## src/hw/rtl/kalt_pkg.sv

```systemverilog
// ----------------------------------------------------------------------------
// kalt_pkg: shared types and constants for the keyed alarm limit table
// Request/result payload structs, opcodes, level codes, presence bit positions
// and the control bundle between controller and datapath.
// ----------------------------------------------------------------------------
`default_nettype none

package kalt_pkg;

	// opcodes
	localparam logic [2:0] OP_SET      = 3'd0;
	localparam logic [2:0] OP_CLEAR    = 3'd1;
	localparam logic [2:0] OP_QUERY    = 3'd2;
	localparam logic [2:0] OP_CHECK_H  = 3'd3;
	localparam logic [2:0] OP_CHECK_HL = 3'd4;

	// check levels
	localparam logic [1:0] LVL_OK    = 2'd0;
	localparam logic [1:0] LVL_WARN  = 2'd1;
	localparam logic [1:0] LVL_ALARM = 2'd2;

	// presence bit positions
	localparam int PM_GMIN = 0;
	localparam int PM_GMAX = 1;
	localparam int PM_AL   = 2;
	localparam int PM_WL   = 3;
	localparam int PM_WH   = 4;
	localparam int PM_AH   = 5;

	localparam int KEY_W = 24;

	typedef struct packed {
		logic [2:0]         op;
		logic [7:0]         quantity;
		logic [7:0]         instance_req;
		logic [7:0]         subindex;
		logic signed [31:0] gauge_min;
		logic signed [31:0] gauge_max;
		logic signed [31:0] alarm_low;
		logic signed [31:0] warn_low;
		logic signed [31:0] warn_high;
		logic signed [31:0] alarm_high;
		logic [5:0]         present_mask;
		logic signed [31:0] sample;
	} kalt_req_t;

	typedef struct packed {
		logic               accepted;
		logic               found;
		logic signed [31:0] out_gauge_min;
		logic signed [31:0] out_gauge_max;
		logic signed [31:0] out_alarm_low;
		logic signed [31:0] out_warn_low;
		logic signed [31:0] out_warn_high;
		logic signed [31:0] out_alarm_high;
		logic [5:0]         out_present_mask;
		logic [1:0]         level;
		logic [31:0]        version;
	} kalt_rsp_t;

	// one stored limit record
	typedef struct packed {
		logic signed [31:0] gauge_min;
		logic signed [31:0] gauge_max;
		logic signed [31:0] alarm_low;
		logic signed [31:0] warn_low;
		logic signed [31:0] warn_high;
		logic signed [31:0] alarm_high;
		logic [5:0]         presence;
	} kalt_limits_t;

	// controller to datapath commands
	typedef struct packed {
		logic load;    // capture request
		logic lookup;  // key match, table update, record read
		logic finish;  // classify and register result
	} kalt_cmd_t;

endpackage

`default_nettype wire

```

## src/hw/rtl/kalt_ram.sv

```systemverilog
// ----------------------------------------------------------------------------
// kalt_ram: generic simple dual-port RAM
// One write port, one read port, registered read data.
// ----------------------------------------------------------------------------
`default_nettype none

module kalt_ram #(
	parameter int WIDTH = 8,
	parameter int DEPTH = 16,
	parameter int AW    = (DEPTH > 1) ? $clog2(DEPTH) : 1
) (
	input  wire logic             clk,
	input  wire logic             we,
	input  wire logic [AW-1:0]    waddr,
	input  wire logic [WIDTH-1:0] wdata,
	input  wire logic             re,
	input  wire logic [AW-1:0]    raddr,
	output logic      [WIDTH-1:0] rdata
);

	logic [WIDTH-1:0] mem [DEPTH];

	// write and registered read
	always_ff @(posedge clk) begin
		if (we) begin
			mem[waddr] <= wdata;
		end
		if (re) begin
			rdata <= mem[raddr];
		end
	end

endmodule

`default_nettype wire

```

## src/hw/rtl/kalt_ctrl.sv

```systemverilog
// ----------------------------------------------------------------------------
// kalt_ctrl: operation sequencer
// Steps each accepted command through lookup and evaluate phases.
// ----------------------------------------------------------------------------
`default_nettype none

module kalt_ctrl (
	input  wire logic                clk,
	input  wire logic                arst_n,
	input  wire logic                start,
	output logic                     busy,
	output kalt_pkg::kalt_cmd_t      cmd
);
	import kalt_pkg::*;

	typedef enum logic [1:0] {
		ST_IDLE,
		ST_LOOKUP,
		ST_EVAL
	} state_t;

	state_t state_q;
	logic   busy_q;

	// state and registered busy
	always_ff @(posedge clk or negedge arst_n) begin
		if (!arst_n) begin
			state_q <= ST_IDLE;
			busy_q  <= 1'b0;
		end else begin
			case (state_q)
				ST_IDLE: begin
					if (start) begin
						state_q <= ST_LOOKUP;
						busy_q  <= 1'b1;
					end
				end
				ST_LOOKUP: begin
					state_q <= ST_EVAL;
					busy_q  <= 1'b1;
				end
				ST_EVAL: begin
					state_q <= ST_IDLE;
					busy_q  <= 1'b0;
				end
				default: begin
					state_q <= ST_IDLE;
					busy_q  <= 1'b0;
				end
			endcase
		end
	end

	// commands
	assign busy       = busy_q;
	assign cmd.load   = start && (state_q == ST_IDLE);
	assign cmd.lookup = (state_q == ST_LOOKUP);
	assign cmd.finish = (state_q == ST_EVAL);

endmodule

`default_nettype wire

```

## src/hw/rtl/kalt_datapath.sv

```systemverilog
// ----------------------------------------------------------------------------
// kalt_datapath: key match, table storage and classification
// Parallel key compare over the valid entries, lowest free slot pick, limit
// record RAM, version counter and the result register.
// ----------------------------------------------------------------------------
`default_nettype none

module kalt_datapath #(
	parameter int ENTRIES = 16
) (
	input  wire logic                clk,
	input  wire logic                arst_n,
	input  kalt_pkg::kalt_cmd_t      cmd,
	input  kalt_pkg::kalt_req_t      req,
	output logic                     done,
	output kalt_pkg::kalt_rsp_t      rsp
);
	import kalt_pkg::*;

	localparam int IDX_W = (ENTRIES > 1) ? $clog2(ENTRIES) : 1;
	localparam int REC_W = $bits(kalt_limits_t);

	kalt_req_t          req_q;
	logic [ENTRIES-1:0] valid_q;
	logic [KEY_W-1:0]   key_q [ENTRIES];
	logic [31:0]        ver_q;
	logic               hit_q;
	logic               acc_q;
	logic               done_q;
	kalt_rsp_t          rsp_q;

	logic [KEY_W-1:0]   key;
	logic [ENTRIES-1:0] match;
	logic               hit_any;
	logic               free_any;
	logic [IDX_W-1:0]   hit_idx;
	logic [IDX_W-1:0]   free_idx;
	logic [IDX_W-1:0]   slot;
	logic               do_set;
	logic               do_clear;
	kalt_limits_t       wrec;
	logic [REC_W-1:0]   rdata;
	kalt_limits_t       rrec;
	logic               low;
	logic [1:0]         lvl;
	kalt_rsp_t          rsp_d;

	// request capture
	always_ff @(posedge clk) begin
		if (cmd.load) begin
			req_q <= req;
		end
	end

	// key compare and priority picks
	assign key = {req_q.quantity, req_q.instance_req, req_q.subindex};

	always_comb begin
		hit_idx  = '0;
		free_idx = '0;
		for (int i = ENTRIES - 1; i >= 0; i--) begin
			match[i] = valid_q[i] && (key_q[i] == key);
			if (match[i]) begin
				hit_idx = IDX_W'(i);
			end
			if (!valid_q[i]) begin
				free_idx = IDX_W'(i);
			end
		end
	end

	assign hit_any  = |match;
	assign free_any = ~&valid_q;
	assign slot     = hit_any ? hit_idx : free_idx;
	assign do_set   = cmd.lookup && (req_q.op == OP_SET) && (hit_any || free_any);
	assign do_clear = cmd.lookup && (req_q.op == OP_CLEAR) && hit_any;

	// valid bits, version and lookup status
	always_ff @(posedge clk or negedge arst_n) begin
		if (!arst_n) begin
			valid_q <= '0;
			ver_q   <= 32'd1;
			hit_q   <= 1'b0;
			acc_q   <= 1'b0;
		end else if (cmd.lookup) begin
			hit_q <= hit_any;
			acc_q <= do_set || do_clear;
			if (do_set) begin
				valid_q[slot] <= 1'b1;
			end
			if (do_clear) begin
				valid_q[hit_idx] <= 1'b0;
			end
			if (do_set || do_clear) begin
				ver_q <= ver_q + 32'd1;
			end
		end
	end

	// key store
	always_ff @(posedge clk) begin
		if (do_set) begin
			key_q[slot] <= key;
		end
	end

	// limit record store
	assign wrec.gauge_min  = req_q.gauge_min;
	assign wrec.gauge_max  = req_q.gauge_max;
	assign wrec.alarm_low  = req_q.alarm_low;
	assign wrec.warn_low   = req_q.warn_low;
	assign wrec.warn_high  = req_q.warn_high;
	assign wrec.alarm_high = req_q.alarm_high;
	assign wrec.presence   = req_q.present_mask;

	kalt_ram #(
		.WIDTH (REC_W),
		.DEPTH (ENTRIES),
		.AW    (IDX_W)
	) u_ram (
		.clk   (clk),
		.we    (do_set),
		.waddr (slot),
		.wdata (wrec),
		.re    (cmd.lookup),
		.raddr (hit_idx),
		.rdata (rdata)
	);

	assign rrec = kalt_limits_t'(rdata);

	// classification: alarm before warn, high side before low side
	always_comb begin
		low = (req_q.op == OP_CHECK_HL);
		lvl = LVL_OK;
		if (rrec.presence[PM_AH] && (req_q.sample >= rrec.alarm_high)) begin
			lvl = LVL_ALARM;
		end else if (low && rrec.presence[PM_AL] && (req_q.sample <= rrec.alarm_low)) begin
			lvl = LVL_ALARM;
		end else if (rrec.presence[PM_WH] && (req_q.sample >= rrec.warn_high)) begin
			lvl = LVL_WARN;
		end else if (low && rrec.presence[PM_WL] && (req_q.sample <= rrec.warn_low)) begin
			lvl = LVL_WARN;
		end
	end

	// result assembly
	always_comb begin
		rsp_d          = '0;
		rsp_d.accepted = acc_q;
		rsp_d.found    = hit_q;
		rsp_d.version  = ver_q;
		if (hit_q && (req_q.op == OP_QUERY)) begin
			rsp_d.out_gauge_min    = rrec.gauge_min;
			rsp_d.out_gauge_max    = rrec.gauge_max;
			rsp_d.out_alarm_low    = rrec.alarm_low;
			rsp_d.out_warn_low     = rrec.warn_low;
			rsp_d.out_warn_high    = rrec.warn_high;
			rsp_d.out_alarm_high   = rrec.alarm_high;
			rsp_d.out_present_mask = rrec.presence;
		end
		if (hit_q && ((req_q.op == OP_CHECK_H) || (req_q.op == OP_CHECK_HL))) begin
			rsp_d.level = lvl;
		end
	end

	// result register
	always_ff @(posedge clk) begin
		if (cmd.finish) begin
			rsp_q <= rsp_d;
		end
	end

	// result strobe
	always_ff @(posedge clk or negedge arst_n) begin
		if (!arst_n) begin
			done_q <= 1'b0;
		end else begin
			done_q <= cmd.finish;
		end
	end

	assign done = done_q;
	assign rsp  = rsp_q;

endmodule

`default_nettype wire

```

## src/hw/rtl/keyed_alarm_limit_table.sv

```systemverilog
// ----------------------------------------------------------------------------
// keyed_alarm_limit_table: associative table of per-sensor alarm limits
// Set, clear, query and threshold check on entries keyed by
// quantity, instance and subindex.
// ----------------------------------------------------------------------------
// Usage:
//   Command channel: drive req and raise start; the command transfers at the
//   rising edge where start is high and busy is low.
//   Result channel: done is high for exactly one cycle with rsp valid; the
//   receiver must take it then, there is no back-pressure.
// Sequence:
//   The three steps are request capture, key match with table update and
//   record read from the limit RAM (registered read), and classification
//   into the result register; done is high in the cycle after the result
//   register loads. busy is high from the command transfer until the result
//   register loads, so a new command can transfer at the same edge that the
//   previous result transfers.
// Reset:
//   arst_n clears all entry valid bits and sets the version counter to one.
//   Limit RAM contents are not cleared; only records of valid matching entries are used in a result.
// ----------------------------------------------------------------------------
`default_nettype none

module keyed_alarm_limit_table #(
	parameter int ENTRIES = 16
) (
	input  wire logic                clk,
	input  wire logic                arst_n,
	input  wire logic                start,
	output logic                     busy,
	input  kalt_pkg::kalt_req_t      req,
	output logic                     done,
	output kalt_pkg::kalt_rsp_t      rsp
);
	import kalt_pkg::*;

	kalt_cmd_t cmd;

	// sequencer
	kalt_ctrl u_ctrl (
		.clk    (clk),
		.arst_n (arst_n),
		.start  (start),
		.busy   (busy),
		.cmd    (cmd)
	);

	// table and classification
	kalt_datapath #(
		.ENTRIES (ENTRIES)
	) u_datapath (
		.clk    (clk),
		.arst_n (arst_n),
		.cmd    (cmd),
		.req    (req),
		.done   (done),
		.rsp    (rsp)
	);

endmodule

`default_nettype wire
```

## config.mk

```make
export PLATFORM = sky130hd
export DESIGN_NAME = keyed_alarm_limit_table
export DESIGN_NICKNAME = d
export VERILOG_FILES = /design/src/hw/rtl/kalt_pkg.sv /design/src/hw/rtl/kalt_ram.sv /design/src/hw/rtl/kalt_ctrl.sv /design/src/hw/rtl/kalt_datapath.sv /design/src/hw/rtl/keyed_alarm_limit_table.sv
export SDC_FILE = /design/constraint.sdc
export NUM_CORES = 2
export LEC_CHECK = 0
export BUFFER_PORTS_ARGS = -buffer_cell sky130_fd_sc_hd__buf_4
export CORE_MARGIN = 8
export CORE_UTILIZATION = 35
export DETAILED_ROUTE_END_ITERATION = 7
export GPL_ROUTABILITY_DRIVEN = 0
export PLACE_DENSITY_LB_ADDON = 0.08
export SYNTH_ARGS = -nofsm -noshare
export SYNTH_HDL_FRONTEND = slang
export SYNTH_HIERARCHICAL = 1
export SYNTH_SLANG_ARGS = --single-unit
```

## constraint.sdc

```tcl
create_clock -name clk -period 57.5 [get_ports clk]
set_clock_uncertainty 0.15 [all_clocks]
set_input_delay 11.5 -clock clk [delete_from_list [all_inputs] [get_ports clk]]
set_output_delay 11.5 -clock clk [all_outputs]
set_load 0.01 [all_outputs]
```

Yosys cells after proc, flatten, opt, wreduce, memory -nomap -nowiden
Memories as Yosys holds them, arrays and structs flattened. A register that Yosys moved wholly into a read port is not among the register bits.
Cells that the tools add are included.
{"block": "classes", "reduce_logical": 41, "n_bitwise": 4, "add_sub_neg": 1, "n_lt_le_gt_ge": 8, "n_mux": 50, "n_eq_ne": 23}
{"cell": "24-bit equality test", "n": 16}
{"cell": "4-bit two-way mux", "n": 33}
{"cell": "32-bit greater-or-equal comparator", "n": 2}
{"cell": "32-bit less-or-equal comparator", "n": 2}
{"cell": "16-bit two-way mux", "n": 3}
{"cell": "32-bit by 1-bit adder with 32-bit output, second input constant", "n": 1}
{"cell": "1-bit logical AND", "n": 31}
{"cell": "16-bit AND", "n": 1}
{"cell": "16-bit inverter", "n": 1}
{"cell": "16-bit OR", "n": 1}
{"cell": "16-bit AND reduction", "n": 1}
{"cell": "16-bit OR reduction", "n": 1}
{"cell": "4-bit by 5-bit less-than comparator with 1-bit output, second input constant", "n": 2}
{"cell": "1-bit demux with 4-bit select", "n": 2}
{"cell": "4-bit by 1-bit greater-or-equal comparator with 1-bit output, second input constant", "n": 2}
{"cell": "2-bit two-way mux", "n": 4}
{"cell": "3-bit by 2-bit equality test with 1-bit output, second input constant", "n": 2}
{"cell": "1-bit two-way mux", "n": 6}
{"cell": "2-bit case mux with 2 select lines", "n": 1}
{"cell": "3-bit by 1-bit equality test with 1-bit output, second input constant", "n": 1}
{"cell": "3-bit equality test, second input constant", "n": 1}
{"cell": "3-bit logical NOT", "n": 1}
{"cell": "1-bit logical OR", "n": 3}
{"cell": "3-bit OR reduction", "n": 1}
{"cell": "other kinds (8)", "n": 8}
{"block": "totals", "elab_cells": 160, "mem_bits_rw": 3552, "memories": 2, "output_inout_bits": 236, "input_bits": 260, "regBits": 545}
{"name": "u_datapath.u_ram.mem", "words": 16, "width": 198, "rd": 1, "rd_clocked_by_memory_dff": 1, "write_ports": 1, "line": "kalt_ram.sv:21", "text": "logic [WIDTH-1:0] mem [DEPTH];"}
{"name": "u_datapath.key_q", "words": 16, "width": 24, "rd": 16, "rd_clocked_by_memory_dff": 0, "write_ports": 1, "line": "kalt_datapath.sv:25", "text": "logic [KEY_W-1:0] key_q [ENTRIES];"}

Longest topological paths before layout
An unclocked memory read counts as a cell.
{"block": "depth", "ltp_word": 29, "mapped_depth": 18, "ltp_nobuf": 12}

Hierarchy
Netlist, hierarchy kept.
{"mod": "kalt_ram", "instances": 1, "seq_area_each_um2": 101076.9, "cells_per_inst": 5177, "area_each_um2": 124792.2}
{"mod": "kalt_datapath", "instances": 1, "seq_area_each_um2": 27552.7, "cells_per_inst": 2600, "area_each_um2": 39549.2}
{"mod": "kalt_ctrl", "instances": 1, "seq_area_each_um2": 75.1, "cells_per_inst": 10, "area_each_um2": 117.6}

Least setup slack after synthesis
No wires, ideal clock.
{"block": "synth_path", "path_type": "in2reg", "from": "input port start", "to": "register u_datapath.req_q, in the netlist u_datapath/key[0] (enable)", "slack_ns": 26.340, "cell_stages": 1, "setup_ns": 1.241, "t_arrival_ns": 29.769, "required_ns": 56.109, "cell_sequence": "nor3b_1"}
{"block": "synth_via", "elab_chain_len": 1}
{"element": "start, declared", "line": "keyed_alarm_limit_table.sv:29", "text": "input wire logic start,"}
{"element": "1-bit logical AND", "line": "kalt_ctrl.sv:56", "text": "assign cmd.load = start && (state_q == ST_IDLE);"}
{"element": "end signal, assigned", "line": "kalt_datapath.sv:51", "text": "req_q <= req;"}
{"element": "end, declared", "line": "kalt_datapath.sv:23", "text": "kalt_req_t req_q;"}
No other way between the ends.
A chain may end at the register's enable or synchronous reset.

==> results.yml <==
clock_tree:
  cts_hold_buf: 0
  clk_path_buf_depth: 4
  cts_resized: 0
  cts_setup_buffers: 0
  cts_tree: "built"
  numCtsBuffers: 467
  clkSinkCount: 4295
  htreeDepth: 5
  path_clk_slew_ns: 0.06
  root_buffer: "clkbuf_16"
  clk_latency_ns: 1.02
cells_and_area:
  area_delta_synth_final_pct: 16.24
  nets: 8995
  drive_above_1_share_pct: 25.13
floorplan:
  num_rows: 251
  boundaryPins: 496
  die_w_um: 701.5
  die_h_um: 701.5
  core_area_um2: 467600
  die-area_um2: 492100
  initial_utilization_pct: 35.17
yosys:
  syn_inst: 7787
  synth_ff_type: "edfxtp_1"
  synth_area_leaders: "edfxtp_1 (77%), mux4_2 (10%), a22oi_1 (1.5%), xnor2_1 (1.3%), ha_1 (0.98%)"
  synth-seq-cells: 4295
  synth_area_um2: 164500
  synth_edf_count: 4241
  ys_async_sr_fraction_pct: 1.257
  ys_types: 85
  avgSynthCellArea_um2: 21.12
  yosysTopAreaCell: "edfxtp_1"
  synth.yosys.seq_area_share_pct: 78.26
  yosysTopAreaCellShare_pct: 77.44
  synth_nets: 8176
  synth_warnings: 6
power_and_ir_drop:
  clockPowerShare_pct: 43.5
  leakagePower_nw: 60.44
  switchingPower_mw: 1.483
  internal_power_mw: 5.297
  power_mw: 6.780
  pwr-share-seq_pct: 53.3
  switching_share_pct: 21.87
  ir_worst_vdd_mv: 0.02571
  p_per_area_nw_per_um2: 35.47
  pwr-share-comb_pct: 3.2
grt:
  grt_pass1_vias: 84760
  track_usage_pct: 19.42
  grt_pass1_wl_um: 678000
  overflow: 0
  grt_max_degree: 137
  antenna_found_initial: 53
timing:
  period_minus_slack_ns: 13.44
  slew_viol_final: 0
  report.final.hold_viol_count: 0
  fmax_mhz: 74.42
  worstMarginPinSlew_ns: 1.274
  period_share_pct: 23.37
  setup_tns_ns: 0
  rsz0062_at_grt: "no"
  setup_violations: 0
  slew_headroom_pct: 14.98
route:
  first_iter_violations: 7267
  drc: 0
  dr.pass1.iters: 7
  vias: 80280
  drt-vias-per-instance: 5.275
  wl_per_cell_um: 32.08
  drtAntennaViolNets: 0
  routed_wl_um: 488300
worst_setup_path:
  required_ns: 57.94
  reg2regPathDepth: 17
  rrSetupSlack_ns: 48.57
  path_class: "in -> reg"
  cp-start-kind: "input port"
  regToRegStartpoint: "u_datapath/key[14]"
  arrival_ns: 13.87
  crit_fanout: 73
  critPathCaptureType: "register"
  reg2reg_to: "u_datapath/u_ram/rdata[135]"
worst_hold_path:
  whs_path_depth: 0
  hold_end: "u_datapath/rsp[30]"
  hold_class: "reg -> reg"
  min_from: "u_datapath/ver_q[30]"
outcome:
  status: "finished clean"
place:
  port_buffers: 495
  dp_hpwl_um: 279800
run:
  cap_viol_max_count: 0
## worst max-delay path by stage
stage	startpoint	to
global placement	start	u_datapath/req_q[147]
finish	start	u_datapath/req_q[147]
detailed placement	start	u_datapath/req_q[147]
CTS	u_datapath/rsp[209]	rsp[209]
floorplan	start	u_datapath/key[0]
global route	start	u_datapath/req_q[147]
## layer usage
metal / share of wire [%] / vias up / GRT usage, %
li1: - / 33670 / -
met1: 45 / 43940 / 27.47
met2: 48 / 2106 / 31.69
met3: 5.8 / 558 / 3.469
met4: 2.0 / 10 / 3.760
met5: 0.011 / - / 0
## through the flow
stage	worst slack (ns)	hold slack, ns	cells	area [um2]	util, %
finish	44.06	0.3017	15220	191200	40.88
global route	44.01	0.3080	15210	191100	40.87
CTS	44.06	0.2991	15200	191100	40.87
detailed placement	43.00	0.2841	14340	176100	37.66
global placement	43.00	0.2836	14340	176100	37.66
floorplan	26.34	0.2749	7787	164500	-
## area by class of cell
type	instances	area, um2
fill	41320	276500
sequential	4295	128700
multi-input combinational	2997	33590
clock buffer	577	12240
tap	6198	7755
timing repair buffer	701	5513
clock inverter	292	2769
inverter	144	540.5
antenna	16	40.04
## power by group through the flow
stage | logic, mW | clock network (mW) | registers [mW]
2_1_floorplan | 0.0992 | 0 | 3.66
5_1_grt | 0.238 | 3.14 | 3.62
3_5_place_dp | 0.224 | 0 | 3.68
4_1_cts | 0.225 | 3.03 | 3.62
3_3_place_gp | 0.224 | 0 | 3.68
6_report | 0.219 | 2.95 | 3.61
## cells in the mapped netlist, types with 57 or more instances
| library cell | count |
|---|---|
| a22oi_1 | 339 |
| xor2_1 | 173 |
| nand2_1 | 240 |
| ha_1 | 129 |
| nand4_1 | 131 |
| and2_1 | 202 |
| nor4_1 | 69 |
| nor2_1 | 75 |
| mux2_2 | 105 |
| nor2b_1 | 57 |
| mux4_2 | 737 |
| inv_1 | 144 |
| xnor2_1 | 238 |
| buf_2 | 150 |
| clkbuf_1 | 112 |
| edfxtp_1 | 4241 |
## flip-flops by register name, indices dropped and copies added, names as in the netlist, 2 cells and up
register,flops
u_datapath/u_ram/mem,3168
u_datapath/valid_q,16
u_datapath/key,24
u_datapath/req_q,233
u_datapath/rsp,234
u_ctrl/state_q,2
u_datapath/key_q,384
u_datapath/u_ram/rdata,198
u_datapath/ver_q,32
## critical path, stage by stage
cell	delay [ns]
buf_4	0.10
nor3b_2	0.17
buf_4	0.51
buf_12	0.52
buf_4	0.76
## cell usage in the layout (no fill, tap or decap), types with 14 or more instances in the layout
cell type      n
a21o_1        34
a21oi_1       40
a221oi_1      24
a22oi_1      339
and2_1       201
and3_1        14
buf_12        20
buf_4        681
bufinv_16     43
clkbuf_1      99
clkbuf_16    470
clkinv_1     121
clkinv_2      88
clkinvlp_4    16
dfrtp_1       53
diode_2       16
edfxtp_1    4241
ha_1         129
inv_1        144
mux2_2       105
mux2i_1       39
mux4_2       737
nand2_1      240
nand2b_1      36
nand3_1       25
nand4_1      131
nor2_1        56
nor2_4        16
nor2b_1       49
nor3_1        39
nor4_1        65
o21ai_0       50
o221ai_1      34
or4_1         15
xnor2_1      238
xor2_1       173
## logic make-up after synthesis
logic type	synth area share, %
adder cells (fa/ha/maj)	0.9814
flip-flops	78.26
AND/OR/NAND/NOR	3.300
multiplexers	11.05
XOR/XNOR	2.279
buffers and inverters	1.491
AO/OA/AOI/OAI	2.641
No activity file was read; power rests on OpenSTA's default activity.
